**src/rtl/ula_pkg.sv**
```systemverilog
// shared types and constants for the uart line assembler
// no dependencies
package ula_pkg;

    localparam int unsigned LINE_DEPTH_DEF = 16;

    localparam logic [7:0] TERMINATOR_RST = 8'h0D;
    localparam logic [4:0] LINE_LIMIT_RST = 5'd16;
    localparam logic [7:0] PRINT_LO       = 8'h20;
    localparam logic [7:0] PRINT_HI       = 8'h7E;

    localparam int unsigned CFG_AW = 3;
    localparam int unsigned CFG_DW = 32;

    typedef enum logic {
        REG_TERMINATOR = 1'b0,
        REG_LINE_LIMIT = 1'b1
    } reg_idx_t;

    typedef enum logic [2:0] {
        ST_NONE    = 3'd0,
        ST_BREAK   = 3'd1,
        ST_FAULT   = 3'd2,
        ST_CHAR    = 3'd3,
        ST_DROPPED = 3'd4
    } status_t;

    typedef enum logic [1:0] {
        K_NONE,
        K_SINGLE,
        K_EMIT
    } kind_t;

    typedef enum logic [2:0] {
        S_IDLE,
        S_EVAL,
        S_START,
        S_EMIT,
        S_TERM
    } state_t;

    typedef struct packed {
        logic item_load;
        logic eval_commit;
        logic rd_start;
        logic emit_char;
        logic emit_term;
    } cmd_t;

    typedef struct packed {
        kind_t kind;
        logic  out_free;
        logic  fill_empty;
        logic  emit_done;
    } sts_t;

endpackage

```
**src/rtl/ula_rx_if.sv**
```systemverilog
// receive item channel: byte, break and fault flags, or a release item
// depends on nothing
interface ula_rx_if;
    logic       valid;
    logic       ready;
    logic       func;
    logic [7:0] rx_byte;
    logic       break_seen;
    logic       rx_fault;

    modport source (output valid, func, rx_byte, break_seen, rx_fault, input ready);
    modport sink   (input valid, func, rx_byte, break_seen, rx_fault, output ready);
endinterface

```
**src/rtl/ula_line_if.sv**
```systemverilog
// result channel: status, line character and last flag
// depends on ula_pkg
interface ula_line_if;
    logic              valid;
    logic              ready;
    ula_pkg::status_t  status;
    logic [7:0]        line_char;
    logic              last;

    modport source (output valid, status, line_char, last, input ready);
    modport sink   (input valid, status, line_char, last, output ready);
endinterface

```
**src/rtl/ula_ctrl.sv**
```systemverilog
// controller state machine for the line assembler
// depends on ula_pkg; drives commands to ula_datapath
module ula_ctrl (
    input  logic            clk,
    input  logic            rst_n,
    input  logic            rx_valid,
    output logic            rx_ready,
    input  ula_pkg::sts_t   sts,
    output ula_pkg::cmd_t   cmd
);

    ula_pkg::state_t state_reg;
    ula_pkg::state_t state_next;

    always_ff @(posedge clk or negedge rst_n)
    begin
        if (!rst_n)
        begin
            state_reg <= ula_pkg::S_IDLE;
        end
        else
        begin
            state_reg <= state_next;
        end
    end

    always_comb
    begin
        state_next = state_reg;
        unique case (state_reg)
            ula_pkg::S_IDLE:
            begin
                if (rx_valid)
                begin
                    state_next = ula_pkg::S_EVAL;
                end
            end
            ula_pkg::S_EVAL:
            begin
                if (sts.out_free)
                begin
                    state_next = (sts.kind == ula_pkg::K_EMIT) ? ula_pkg::S_START
                                                               : ula_pkg::S_IDLE;
                end
            end
            ula_pkg::S_START:
            begin
                state_next = sts.fill_empty ? ula_pkg::S_TERM : ula_pkg::S_EMIT;
            end
            ula_pkg::S_EMIT:
            begin
                if (sts.out_free && sts.emit_done)
                begin
                    state_next = ula_pkg::S_TERM;
                end
            end
            ula_pkg::S_TERM:
            begin
                if (sts.out_free)
                begin
                    state_next = ula_pkg::S_IDLE;
                end
            end
            default:
            begin
                state_next = ula_pkg::S_IDLE;
            end
        endcase
    end

    always_comb
    begin
        rx_ready = 1'b0;
        cmd      = '0;
        unique case (state_reg)
            ula_pkg::S_IDLE:
            begin
                rx_ready      = 1'b1;
                cmd.item_load = rx_valid;
            end
            ula_pkg::S_EVAL:
            begin
                cmd.eval_commit = sts.out_free;
            end
            ula_pkg::S_START:
            begin
                cmd.rd_start = 1'b1;
            end
            ula_pkg::S_EMIT:
            begin
                cmd.emit_char = sts.out_free;
            end
            ula_pkg::S_TERM:
            begin
                cmd.emit_term = sts.out_free;
            end
            default:
            begin
                cmd = '0;
            end
        endcase
    end

endmodule

```
**src/rtl/ula_datapath.sv**
```systemverilog
// datapath: item register, line store, fill count, result register
// depends on ula_pkg; steered by ula_ctrl
module ula_datapath #(
    parameter int unsigned LINE_DEPTH = ula_pkg::LINE_DEPTH_DEF
) (
    input  logic              clk,
    input  logic              rst_n,
    input  ula_pkg::cmd_t     cmd,
    output ula_pkg::sts_t     sts,
    input  logic [7:0]        terminator,
    input  logic [4:0]        line_limit,
    input  logic              func,
    input  logic [7:0]        rx_byte,
    input  logic              break_seen,
    input  logic              rx_fault,
    output logic              line_valid,
    input  logic              line_ready,
    output ula_pkg::status_t  status,
    output logic [7:0]        line_char,
    output logic              last
);

    localparam int unsigned IDX_W = (LINE_DEPTH > 1) ? $clog2(LINE_DEPTH) : 1;
    localparam int unsigned CNT_W = $clog2(LINE_DEPTH + 1);
    localparam int unsigned CMP_W = (CNT_W > 5) ? CNT_W : 5;

    // item register
    logic       func_reg;
    logic [7:0] byte_reg;
    logic       brk_reg;
    logic       fault_reg;

    // line state
    logic [CNT_W-1:0] fill_reg;
    logic [CNT_W-1:0] fill_next;
    logic             rx_en_reg;
    logic             rx_en_next;
    logic [IDX_W-1:0] idx_reg;
    logic [7:0]       line_store [LINE_DEPTH];
    logic [7:0]       rd_data_reg;

    // result register
    logic             out_valid_reg;
    logic             out_valid_next;
    ula_pkg::status_t status_reg;
    logic [7:0]       char_reg;
    logic             last_reg;

    logic [CMP_W-1:0] lim;
    logic             printable;
    logic             is_term;
    logic             can_store;
    logic [CNT_W-1:0] fill_inc;
    logic             complete;
    logic             do_store;
    ula_pkg::kind_t   kind;
    ula_pkg::status_t single_st;
    logic [CNT_W-1:0] idx_plus;
    logic             emit_done;
    logic             rd_en;
    logic [IDX_W-1:0] rd_addr;
    logic             out_free;
    logic             load_out;

    always_ff @(posedge clk)
    begin
        if (cmd.item_load)
        begin
            func_reg  <= func;
            byte_reg  <= rx_byte;
            brk_reg   <= break_seen;
            fault_reg <= rx_fault;
        end
    end

    // effective limit, clamped to 1..LINE_DEPTH
    always_comb
    begin
        lim = CMP_W'(line_limit);
        if (lim == '0)
        begin
            lim = CMP_W'(1);
        end
        if (lim > CMP_W'(LINE_DEPTH))
        begin
            lim = CMP_W'(LINE_DEPTH);
        end
    end

    assign printable = (byte_reg >= ula_pkg::PRINT_LO) && (byte_reg <= ula_pkg::PRINT_HI);
    assign is_term   = (byte_reg == terminator);
    assign can_store = (fill_reg != CNT_W'(LINE_DEPTH));
    assign fill_inc  = fill_reg + CNT_W'(can_store);
    assign complete  = (CMP_W'(fill_inc) >= lim);

    always_comb
    begin
        kind      = ula_pkg::K_NONE;
        single_st = ula_pkg::ST_NONE;
        do_store  = 1'b0;
        if (func_reg)
        begin
            kind = ula_pkg::K_NONE;
        end
        else if (!rx_en_reg)
        begin
            kind      = ula_pkg::K_SINGLE;
            single_st = ula_pkg::ST_DROPPED;
        end
        else if (brk_reg)
        begin
            kind      = ula_pkg::K_SINGLE;
            single_st = ula_pkg::ST_BREAK;
        end
        else if (fault_reg)
        begin
            kind      = ula_pkg::K_SINGLE;
            single_st = ula_pkg::ST_FAULT;
        end
        else if (is_term)
        begin
            kind = ula_pkg::K_EMIT;
        end
        else if (printable)
        begin
            do_store = can_store;
            kind     = complete ? ula_pkg::K_EMIT : ula_pkg::K_NONE;
        end
    end

    always_comb
    begin
        fill_next  = fill_reg;
        rx_en_next = rx_en_reg;
        if (cmd.eval_commit)
        begin
            if (func_reg)
            begin
                rx_en_next = 1'b1;
            end
            else if (rx_en_reg && brk_reg)
            begin
                fill_next = '0;
            end
            else if (do_store)
            begin
                fill_next = fill_inc;
            end
        end
        if (cmd.emit_term)
        begin
            fill_next  = '0;
            rx_en_next = 1'b0;
        end
    end

    always_ff @(posedge clk or negedge rst_n)
    begin
        if (!rst_n)
        begin
            fill_reg      <= '0;
            rx_en_reg     <= 1'b1;
            out_valid_reg <= 1'b0;
        end
        else
        begin
            fill_reg      <= fill_next;
            rx_en_reg     <= rx_en_next;
            out_valid_reg <= out_valid_next;
        end
    end

    // line store, one write and one registered read port
    always_ff @(posedge clk)
    begin
        if (cmd.eval_commit && do_store)
        begin
            line_store[fill_reg[IDX_W-1:0]] <= byte_reg;
        end
    end

    assign idx_plus  = CNT_W'(idx_reg) + CNT_W'(1);
    assign emit_done = (idx_plus == fill_reg);
    assign rd_en     = cmd.rd_start || (cmd.emit_char && !emit_done);
    assign rd_addr   = cmd.rd_start ? '0 : idx_plus[IDX_W-1:0];

    always_ff @(posedge clk)
    begin
        if (rd_en)
        begin
            idx_reg     <= rd_addr;
            rd_data_reg <= line_store[rd_addr];
        end
    end

    // result register
    assign out_free = !out_valid_reg || line_ready;
    assign load_out = (cmd.eval_commit && (kind == ula_pkg::K_SINGLE))
                      || cmd.emit_char || cmd.emit_term;

    always_comb
    begin
        if (load_out)
        begin
            out_valid_next = 1'b1;
        end
        else if (line_ready)
        begin
            out_valid_next = 1'b0;
        end
        else
        begin
            out_valid_next = out_valid_reg;
        end
    end

    always_ff @(posedge clk)
    begin
        if (cmd.emit_char)
        begin
            status_reg <= ula_pkg::ST_CHAR;
            char_reg   <= rd_data_reg;
            last_reg   <= 1'b0;
        end
        else if (cmd.emit_term)
        begin
            status_reg <= ula_pkg::ST_CHAR;
            char_reg   <= 8'h00;
            last_reg   <= 1'b1;
        end
        else if (load_out)
        begin
            status_reg <= single_st;
            char_reg   <= 8'h00;
            last_reg   <= 1'b1;
        end
    end

    assign sts.kind       = kind;
    assign sts.out_free   = out_free;
    assign sts.fill_empty = (fill_reg == '0);
    assign sts.emit_done  = emit_done;

    assign line_valid = out_valid_reg;
    assign status     = status_reg;
    assign line_char  = char_reg;
    assign last       = last_reg;

endmodule

```
**src/rtl/uart_line_assembler.sv**
```systemverilog
// top level of the uart line assembler: config registers, controller, datapath
// depends on ula_pkg, ula_rx_if, ula_line_if, ula_ctrl, ula_datapath
//
//   channel   kind       beat contents
//   rx        sink       func, rx_byte, break_seen, rx_fault
//   lines     source     status, line_char, last
//   apb       cfg slave  terminator at 0x0, line_limit at 0x4
//
// an item is accepted (S_IDLE), then evaluated (S_EVAL) once its result slot is free
// a completed line of n characters is read out through S_START, S_EMIT and S_TERM,
// one beat per cycle while the result slot is free, paced by the single read port of the line store
// reset is immediate: no clearing pass, only written entries of the line store are emitted
// a stalled result holds the controller; rx takes at most one more beat, then stays low
// until the result drains
module uart_line_assembler #(
    parameter int unsigned LINE_DEPTH = ula_pkg::LINE_DEPTH_DEF
) (
    input  logic                       clk,
    input  logic                       rst_n,
    ula_rx_if.sink                     rx,
    ula_line_if.source                 lines,
    input  logic                       psel,
    input  logic                       penable,
    input  logic                       pwrite,
    input  logic [ula_pkg::CFG_AW-1:0] paddr,
    input  logic [ula_pkg::CFG_DW-1:0] pwdata,
    output logic [ula_pkg::CFG_DW-1:0] prdata,
    output logic                       pready
);

    logic [7:0]        terminator_reg;
    logic [4:0]        line_limit_reg;
    ula_pkg::reg_idx_t reg_idx;
    logic              cfg_wr;

    ula_pkg::cmd_t     cmd;
    ula_pkg::sts_t     sts;
    logic              rx_ready;
    logic              line_valid;
    ula_pkg::status_t  line_status;
    logic [7:0]        line_char;
    logic              line_last;

    assign pready  = 1'b1;
    assign reg_idx = ula_pkg::reg_idx_t'(paddr[ula_pkg::CFG_AW-1:2]);
    assign cfg_wr  = psel && penable && pwrite && pready;

    always_ff @(posedge clk or negedge rst_n)
    begin
        if (!rst_n)
        begin
            terminator_reg <= ula_pkg::TERMINATOR_RST;
            line_limit_reg <= ula_pkg::LINE_LIMIT_RST;
        end
        else if (cfg_wr)
        begin
            unique case (reg_idx)
                ula_pkg::REG_TERMINATOR: terminator_reg <= pwdata[7:0];
                ula_pkg::REG_LINE_LIMIT: line_limit_reg <= pwdata[4:0];
                default:                 terminator_reg <= terminator_reg;
            endcase
        end
    end

    always_comb
    begin
        unique case (reg_idx)
            ula_pkg::REG_TERMINATOR: prdata = {24'h000000, terminator_reg};
            ula_pkg::REG_LINE_LIMIT: prdata = {27'h0000000, line_limit_reg};
            default:                 prdata = '0;
        endcase
    end

    ula_ctrl u_ctrl (
        .clk      (clk),
        .rst_n    (rst_n),
        .rx_valid (rx.valid),
        .rx_ready (rx_ready),
        .sts      (sts),
        .cmd      (cmd)
    );

    ula_datapath #(
        .LINE_DEPTH (LINE_DEPTH)
    ) u_datapath (
        .clk        (clk),
        .rst_n      (rst_n),
        .cmd        (cmd),
        .sts        (sts),
        .terminator (terminator_reg),
        .line_limit (line_limit_reg),
        .func       (rx.func),
        .rx_byte    (rx.rx_byte),
        .break_seen (rx.break_seen),
        .rx_fault   (rx.rx_fault),
        .line_valid (line_valid),
        .line_ready (lines.ready),
        .status     (line_status),
        .line_char  (line_char),
        .last       (line_last)
    );

    assign rx.ready        = rx_ready;
    assign lines.valid     = line_valid;
    assign lines.status    = line_status;
    assign lines.line_char = line_char;
    assign lines.last      = line_last;

endmodule

```
**src/flat_wrapper.sv**
```systemverilog
// flat-port wrapper written by rule: the top's interface ports become plain ports
module uart_line_assembler_flat 
#(
    parameter int unsigned LINE_DEPTH = ula_pkg::LINE_DEPTH_DEF
)
  (clk, rst_n, psel, penable, pwrite, paddr, pwdata, prdata, pready, rx_valid, rx_func, rx_rx_byte, rx_break_seen, rx_rx_fault, rx_ready, lines_valid, lines_status, lines_line_char, lines_last, lines_ready);
  ula_rx_if rx_i ();
  ula_line_if lines_i ();
  input  logic clk;
  input  logic rst_n;
  input  logic psel;
  input  logic penable;
  input  logic pwrite;
  input  logic [ula_pkg::CFG_AW-1:0] paddr;
  input  logic [ula_pkg::CFG_DW-1:0] pwdata;
  output logic [ula_pkg::CFG_DW-1:0] prdata;
  output logic pready;
  input wire logic [$bits(rx_i.valid)-1:0] rx_valid;
  input wire logic [$bits(rx_i.func)-1:0] rx_func;
  input wire logic [$bits(rx_i.rx_byte)-1:0] rx_rx_byte;
  input wire logic [$bits(rx_i.break_seen)-1:0] rx_break_seen;
  input wire logic [$bits(rx_i.rx_fault)-1:0] rx_rx_fault;
  output wire logic [$bits(rx_i.ready)-1:0] rx_ready;
  output wire logic [$bits(lines_i.valid)-1:0] lines_valid;
  output wire logic [$bits(lines_i.status)-1:0] lines_status;
  output wire logic [$bits(lines_i.line_char)-1:0] lines_line_char;
  output wire logic [$bits(lines_i.last)-1:0] lines_last;
  input wire logic [$bits(lines_i.ready)-1:0] lines_ready;
  assign rx_i.valid = rx_valid;
  assign rx_i.func = rx_func;
  assign rx_i.rx_byte = rx_rx_byte;
  assign rx_i.break_seen = rx_break_seen;
  assign rx_i.rx_fault = rx_rx_fault;
  assign rx_ready = rx_i.ready;
  assign lines_valid = lines_i.valid;
  assign lines_status = lines_i.status;
  assign lines_line_char = lines_i.line_char;
  assign lines_last = lines_i.last;
  assign lines_i.ready = lines_ready;
  uart_line_assembler #(.LINE_DEPTH(LINE_DEPTH)) u_core (.clk(clk), .rst_n(rst_n), .rx(rx_i), .lines(lines_i), .psel(psel), .penable(penable), .pwrite(pwrite), .paddr(paddr), .pwdata(pwdata), .prdata(prdata), .pready(pready));
endmodule
```
**config.mk**
```make
export PLATFORM = sky130hd
export DESIGN_NAME = uart_line_assembler_flat
export DESIGN_NICKNAME = d
export VERILOG_FILES = /design/src/rtl/ula_pkg.sv /design/src/rtl/ula_rx_if.sv /design/src/rtl/ula_line_if.sv /design/src/rtl/ula_ctrl.sv /design/src/rtl/ula_datapath.sv /design/src/rtl/uart_line_assembler.sv /design/src/flat_wrapper.sv
export SDC_FILE = /design/constraint.sdc
export NUM_CORES = 1
export LEC_CHECK = 0
export ABC_CLOCK_PERIOD_IN_PS = 3160
export BUFFER_PORTS_ARGS = -buffer_cell sky130_fd_sc_hd__buf_2
export CORE_MARGIN = 3
export CORE_UTILIZATION = 35
export DETAILED_ROUTE_END_ITERATION = 7
export PLACE_DENSITY = 0.61
export SLEW_MARGIN = 25
export SYNTH_ARGS = -nofsm -noshare
export SYNTH_HDL_FRONTEND = slang
export SYNTH_HIERARCHICAL = 1
export SYNTH_SLANG_ARGS = --single-unit
```
**constraint.sdc**
```tcl
create_clock -name clk -period 3.16 [get_ports clk]
set_clock_uncertainty 0.15 [all_clocks]
set_input_delay 0.79 -clock clk [delete_from_list [all_inputs] [get_ports clk]]
set_output_delay 0.79 -clock clk [all_outputs]
set_load 0.03 [all_outputs]
```
==> results.txt, run 1 <==
----------------------------------------------------
[Outcome]
  Result of the run ... finished clean

[Clocking]
  Clock transition at the registers of the reported paths ... 0.07 ns
  Buffer levels on the longest clock path ... 2
  Clock root buffer ... clkbuf_16
  TritonCTS clock tree ... done
  CTS H-Tree Depth ... 4
  Clock latency at the later pin of the worst-skew pair ... 0.43 ns
  Number of clock sinks ... 186
  Setup bufs post-CTS ... 0
  Number of clock buffers inserted by TritonCTS ... 17

[Critical path]
  FF-to-FF setup slack ... 0.26 ns
  RR Endpoint ... u_core/u_ctrl/state_reg[1]
  Worst setup startpoint ... u_core/u_datapath/fill_reg[1]
  Maximum fanout along the worst path ... 2
  Startpoint class of the critical path ... flip-flop
  Number of cells traversed by the worst register-to-register path ... 12
  Crit Path Category ... reg -> reg
  Critical register-to-register path startpoint ... u_core/u_datapath/fill_reg[1]
  Type of element capturing the critical path ... flip-flop
  Capturing instance or port of the critical path ... u_core/u_ctrl/state_reg[1]
  Crit path required time ... 3.33 ns
  Arrival time of data at the critical path endpoint ... 3.07 ns

[Synthesis]
  Post-Synthesis Cells ... 567
  Mean post-synth cell area ... 14.7 µm²
  Most frequent cell after synthesis ... edfxtp_1
  Post-synthesis sequential element count ... 186
  Distinct cells, synth ... 60
  Area leader, netlist ... edfxtp_1
  Synth Warn # ... 6
  Asr flop ratio synth ... 12.4%
  Summed instance area of the synthesized netlist ... 0.00833 mm²
  Sequential element share of the synthesized area ... 65.3%
  Top post-synthesis cells by area ... edfxtp_1 57%, mux2_2 6.8%, dfrtp_1 5.4%, o221ai_1 2.6%, buf_4 2.4%
  Area share of the largest cell type after synthesis ... 57.3%
  Leading register cell type out of synthesis ... edfxtp_1
  EDFF count, synth ... 159
  Commonest cells in the synthesized netlist ... 159 x edfxtp_1, 50 x mux2_2, 27 x buf_4, 27 x o21ai_0, 26 x nand2_1

[STA]
  Highest clock rate ... 344 MHz
  RSZ-0062 raised after global routing ... no
  Total negative slack for setup checks ... 0 ns
  Final critical-path share of the clock period ... 91.9%
  Count of endpoints failing setup in the final report ... 0
  Final WS setup ... 0.256 ns
  Worst max-slew margin expressed relative to the limit ... 57.7%
  Total count of hold-check failures in the final report ... 0
  Period minus WS final ... 2.90 ns
  Actual slew at the worst max-slew pin ... 0.635 ns
  Number of slew-limit violations in the final report ... 0

[Placement]
  Buffers added on ports ... 48
  Routability congestion estimate ... 0.800
  Estimated wirelength of the detail-placed design ... 11,800 µm
  Worst-case setup slack after placement ... 0.0352 ns

[Die]
  Die boundary width ... 160 µm
  Core region area ... 0.0230 mm²
  I/O pins ... 100
  Initial core utilization ... 36.2%
  Die area ... 0.0257 mm²
  Overall die height ... 160 µm
  Number of cell rows ... 55

[Min path]
  Classification of the worst-slack hold path ... in -> async

[Final layout]
  Area occupied by multi-input gates ... 0.00264 mm²
  Number of antenna repair diodes ... 0
  Number of nets in the layout ... 715
  Filler cells ... 2,093
  Area Growth Syn to Fin ... 18.6%
  Max FFs per register ... 128
  Reg area ... 0.00544 mm²
  Proportion of layout cells with a drive suffix above 1 ... 31.5%

[Pwr]
  Max VDD drop ... 352 µV
  Power consumption ... 5.99 mW
  Power density over the cells ... 607 mW/mm²
  Leakage ... 3.60 nW

[Detailed routing]
  Number of DRC markers after the initial detailed-route iteration ... 374
  Routed wire length ... 17,500 µm
  Total via count in the routed design ... 4,800
  DRC violations left ... 0
  TritonRoute pass-1 iters ... 4
  Final ANT Viol Nets ... 0
  Via-to-Cell Ratio ... 4.92
  Post-detailed-route wirelength per cell ... 17.9 µm

[Global route]
  Via count of the first global-routing pass ... 5,109
  Global route overflow ... 0
  Wire length of the first global-routing pass ... 27,800 µm
  Antenna violations before repair ... 0
  Global Route Usage Sum ... 14.0%
  Largest net degree at the start of global routing ... 57

[Run]
  Number of maximum-capacitance violations ... 0

----------------------------------------------------
power by group:
| group | switching, mW | internal, mW | total (mW) |
|---|---|---|---|
| clock network | 0.923 | 1.25 | 2.17 |
| registers | 0.0894 | 2.83 | 2.92 |
| logic | 0.553 | 0.352 | 0.905 |
| total | 1.56 | 4.43 | 5.99 |
stage by stage:
step                instance area [µm²]  std cells  hold WS, ns  util, %
global placement                   9250        944        0.298     40.3
global route                       9880        976        0.237     43.0
floorplan                          8460        590        0.344        -
finish                             9880        976        0.195     43.0
detailed placement                 9250        944        0.308     40.3
CTS                                9850        976        0.198     42.9
area by class of cell:
class,count,area share [%]
tap,313,3.97
sequential,186,55.0
timing repair buffer,97,7.42
clock inverter,15,1.77
clock buffer,17,4.31
inverter,19,0.722
multi-input combinational,329,26.8
how the worst min path moves through the flow:
stage	start	to
finish	rst_n	u_core/u_ctrl/state_reg[1]
global route	rst_n	u_core/terminator_reg[1]
CTS	rst_n	u_core/u_ctrl/state_reg[1]
detailed placement	u_core/u_datapath/last	u_core/u_datapath/last
global placement	u_core/u_datapath/status[0]	u_core/u_datapath/status[0]
floorplan	rst_n	u_core/line_limit_reg[0]
cell families (layout without fill, tap and decap cells):
group,count (synthesis),in the layout,synth area share [%]
AO/OA/AOI/OAI,87,87,7.29
AND/OR/NAND/NOR,126,126,9.47
other,2,25,0.0902
flip-flops,186,186,65.3
multiplexers,62,62,9.41
XOR/XNOR,17,17,1.79
buffers and inverters,75,148,4.85
adder cells (fa/ha/maj),12,12,1.80
metal layers:
layer  share of wire [%]  wire length, µm  GRT usage (%)  vias to the layer above
li1                    -                -              -                     2278
met1                  45             7910           17.9                     2400
met2                  50             8730           23.7                      108
met3                 3.7              650           3.24                       14
met4                 1.0              177           3.91                        0
met5                   0                0              0                        -
worst max-delay path: stages, from the launching register on:
cell	delay (ns)
dfrtp_1	0.39
inv_1	0.08
ha_1	0.15
or4b_4	0.48
ha_4	0.29
inv_1	0.04
ha_1	0.27
nand2b_1	0.14
a21o_1	0.17
a21oi_1	0.14
o21a_1	0.16
o41ai_2	0.08
a32o_1	0.25
placed cells by master (no fill, tap or decap), types with 11 or more instances in the layout:
cell	instances
mux2_2	50
o21ai_0	27
o221ai_1	25
edfxtp_1	159
clkbuf_16	17
nand2_1	25
buf_2	48
dfrtp_1	18
xnor2_1	12
nor2_1	25
buf_4	39
conb_1	25
nand2b_1	12
ha_1	11
inv_1	18
timing repair:
action                     in CTS  in global routing
setup endpoints to repair       0                  1
hold buffers                    0                  0
gates resized for setup         0                  3
Power figures use the tool's default switching activity.
==> inputs of run 2 (changes only) <==
- REMOVE_ABC_BUFFERS: not set -> 1
- SETUP_SLACK_MARGIN: not set -> 0.5
==> run 2 against run 1 <==
Net effect: total power down 1.0%; core utilization up 0.41 points; critical endpoint unchanged; global-route usage up 0.17 points; die area unchanged; critical path type unchanged; highest routed layer unchanged; setup slack better by 0.047 ns; count of clock-buffer cells in the layout unchanged; via count up 3.2%.
==> results.txt, run 2 (synthesized netlist as in run 1, its figures left out) <==
----------------------------------------------------
[Final layout]
  Most common cell after layout, fill and taps aside ... edfxtp_1
  Utilization after layout ... 43.4%
  Max FFs per register ... 128
  Area Growth Syn to Fin ... 19.7%
  Reg area ... 0.00544 mm²
  Area occupied by multi-input gates ... 0.00267 mm²
  Filler cells ... 2,076
  Number of antenna repair diodes ... 0
  Proportion of layout cells with a drive suffix above 1 ... 33.9%
  Number of nets in the layout ... 724
  Commonest cells after routing, fill and taps aside ... 159 x edfxtp_1, 50 x mux2_2, 48 x buf_2

[Placement]
  Buffers added on ports ... 48
  Routability congestion estimate ... 0.798
  Estimated wirelength of the detail-placed design ... 11,700 µm

[STA]
  RSZ-0062 raised after global routing ... yes
  Total count of hold-check failures in the final report ... 0
  Highest clock rate ... 350 MHz
  Worst max-slew margin expressed relative to the limit ... 58.0%
  Final critical-path share of the clock period ... 90.4%
  Actual slew at the worst max-slew pin ... 0.630 ns
  Count of endpoints failing setup in the final report ... 0
  Period minus WS final ... 2.86 ns
  Number of slew-limit violations in the final report ... 0
  Total negative slack for setup checks ... 0 ns

[Clocking]
  Buffer levels on the longest clock path ... 2
  Clock transition at the registers of the reported paths ... 0.07 ns
  Number of clock buffers inserted by TritonCTS ... 17
  Clock latency at the later pin of the worst-skew pair ... 0.43 ns
  TritonCTS clock tree ... done
  Number of clock sinks ... 186
  Post-cts hold buffer count ... 0
  CTS H-Tree Depth ... 4
  Clock root buffer ... clkbuf_16

[Pwr]
  Power density over the cells ... 595 mW/mm²
  Power consumption ... 5.93 mW
  Leakage ... 3.65 nW
  Max VDD drop ... 344 µV

[Detailed routing]
  Via-to-Cell Ratio ... 5.03
  Routed wire length ... 17,800 µm
  Post-detailed-route wirelength per cell ... 18.1 µm
  Final ANT Viol Nets ... 0
  DRC violations left ... 0
  Total via count in the routed design ... 4,952
  Number of DRC markers after the initial detailed-route iteration ... 303
  TritonRoute pass-1 iters ... 5

[Run]
  Number of maximum-capacitance violations ... 0

[Die]
  Overall die height ... 160 µm
  I/O pins ... 100
  Number of cell rows ... 55
  Die boundary width ... 160 µm
  Die area ... 0.0257 mm²
  Initial core utilization ... 36.2%
  Core region area ... 0.0230 mm²

[Critical path]
  Type of element capturing the critical path ... flip-flop
  Startpoint class of the critical path ... flip-flop
  Crit path required time ... 3.37 ns
  Maximum fanout along the worst path ... 2
  Arrival time of data at the critical path endpoint ... 3.07 ns
  Crit Path Category ... reg -> reg

[Outcome]
  Result of the run ... finished clean

[Global route]
  Global Route Usage Sum ... 14.1%
  Wire length of the first global-routing pass ... 28,000 µm
  Antenna violations before repair ... 0
  Global route overflow ... 0
  Via count of the first global-routing pass ... 5,043
  Largest net degree at the start of global routing ... 57

[Min path]
  Classification of the worst-slack hold path ... in -> async

----------------------------------------------------
## run 2: cell types whose count changed in the layout (fill, tap and decap cells not counted), moves of 2 or more
cell,delta
ha_1,-2
nor4b_4,-2
buf_4,+4
inv_1,-3
or2_4,+2
nor4b_2,+2
bufinv_16,-2
inv_2,+2
buf_6,+2
inv_6,+5
or2_1,-2
buf_12,+2
nand2b_1,-2
ha_4,+2
## run 2: timing repair
item | in CTS | in global routing
cloned | 1 | 0
endpoints found under the setup margin | 137 | 129
pin swaps | 10 | 3
setup buffers | 9 | 1
gates resized for setup | 24 | 0
## run 2: path summary, 6_finish.rpt
kind / cells past startpoint / slack, ns / start / to
max: 12 / 0.30 / u_core/u_datapath/fill_reg[1] / u_core/u_ctrl/state_reg[1]
min: 1 / 0.20 / rst_n / u_core/line_limit_reg[1]
max reg2reg: 12 / 0.30 / u_core/u_datapath/fill_reg[1] / u_core/u_ctrl/state_reg[1]
min reg2reg: 2 / 0.31 / u_core/u_datapath/last / u_core/u_datapath/last
max in group asynchronous: 1 / 2.27 / rst_n / u_core/u_datapath/fill_reg[3]
min in group clk: 2 / 0.31 / u_core/u_datapath/last / u_core/u_datapath/last
## run 2: worst max-delay path: stages (launching register included)
cell and delay [ns]:
dfrtp_1 0.39, inv_2 0.09, ha_4 0.14, or4b_4 0.48
ha_4 0.29, inv_2 0.04, ha_4 0.25, nand2b_4 0.11
a21o_1 0.10, a21oi_1 0.06, o21a_1 0.18, o41ai_2 0.30
a32o_1 0.21
## run 2: cell type report
type                       count  share of cell area, %
clock buffer                  17                   4.27
clock inverter                15                   1.41
inverter                      19                  0.766
multi-input combinational    329                   26.8
sequential                   186                   54.5
tap                          313                   3.93
timing repair buffer         105                   8.28
timing repair inverter         1                 0.0628
## run 2: where the power goes
part / total, mW / switching [mW] / internal (mW) / leakage [nW]
Combinational: 0.984 / 0.585 / 0.399 / 1.61
Clock: 2.03 / 0.928 / 1.10 / 0.282
Sequential: 2.91 / 0.0859 / 2.83 / 1.75
## run 2: metrics by stage
stage / cell area [µm²] / std cells / hold WS (ns) / worst slack (ns)
6_report: 9970 / 985 / 0.204 / 0.302
5_1_grt: 9970 / 985 / 0.221 / 0.200
4_1_cts: 9960 / 984 / 0.191 / 0.307
3_5_place_dp: 9210 / 942 / 0.303 / -0.0929
3_3_place_gp: 9210 / 942 / 0.296 / -0.0351
2_1_floorplan: 8080 / 534 / 0.344 / -0.739
## run 2: layer usage
metal	vias up	part of all wire, %	global-route usage [%]	wire length (µm)
li1	2302	-	-	-
met1	2472	42	17.8	7550
met2	153	50	24.3	8960
met3	25	5.0	3.01	896
met4	0	2.3	4.77	414
met5	-	0	0	0
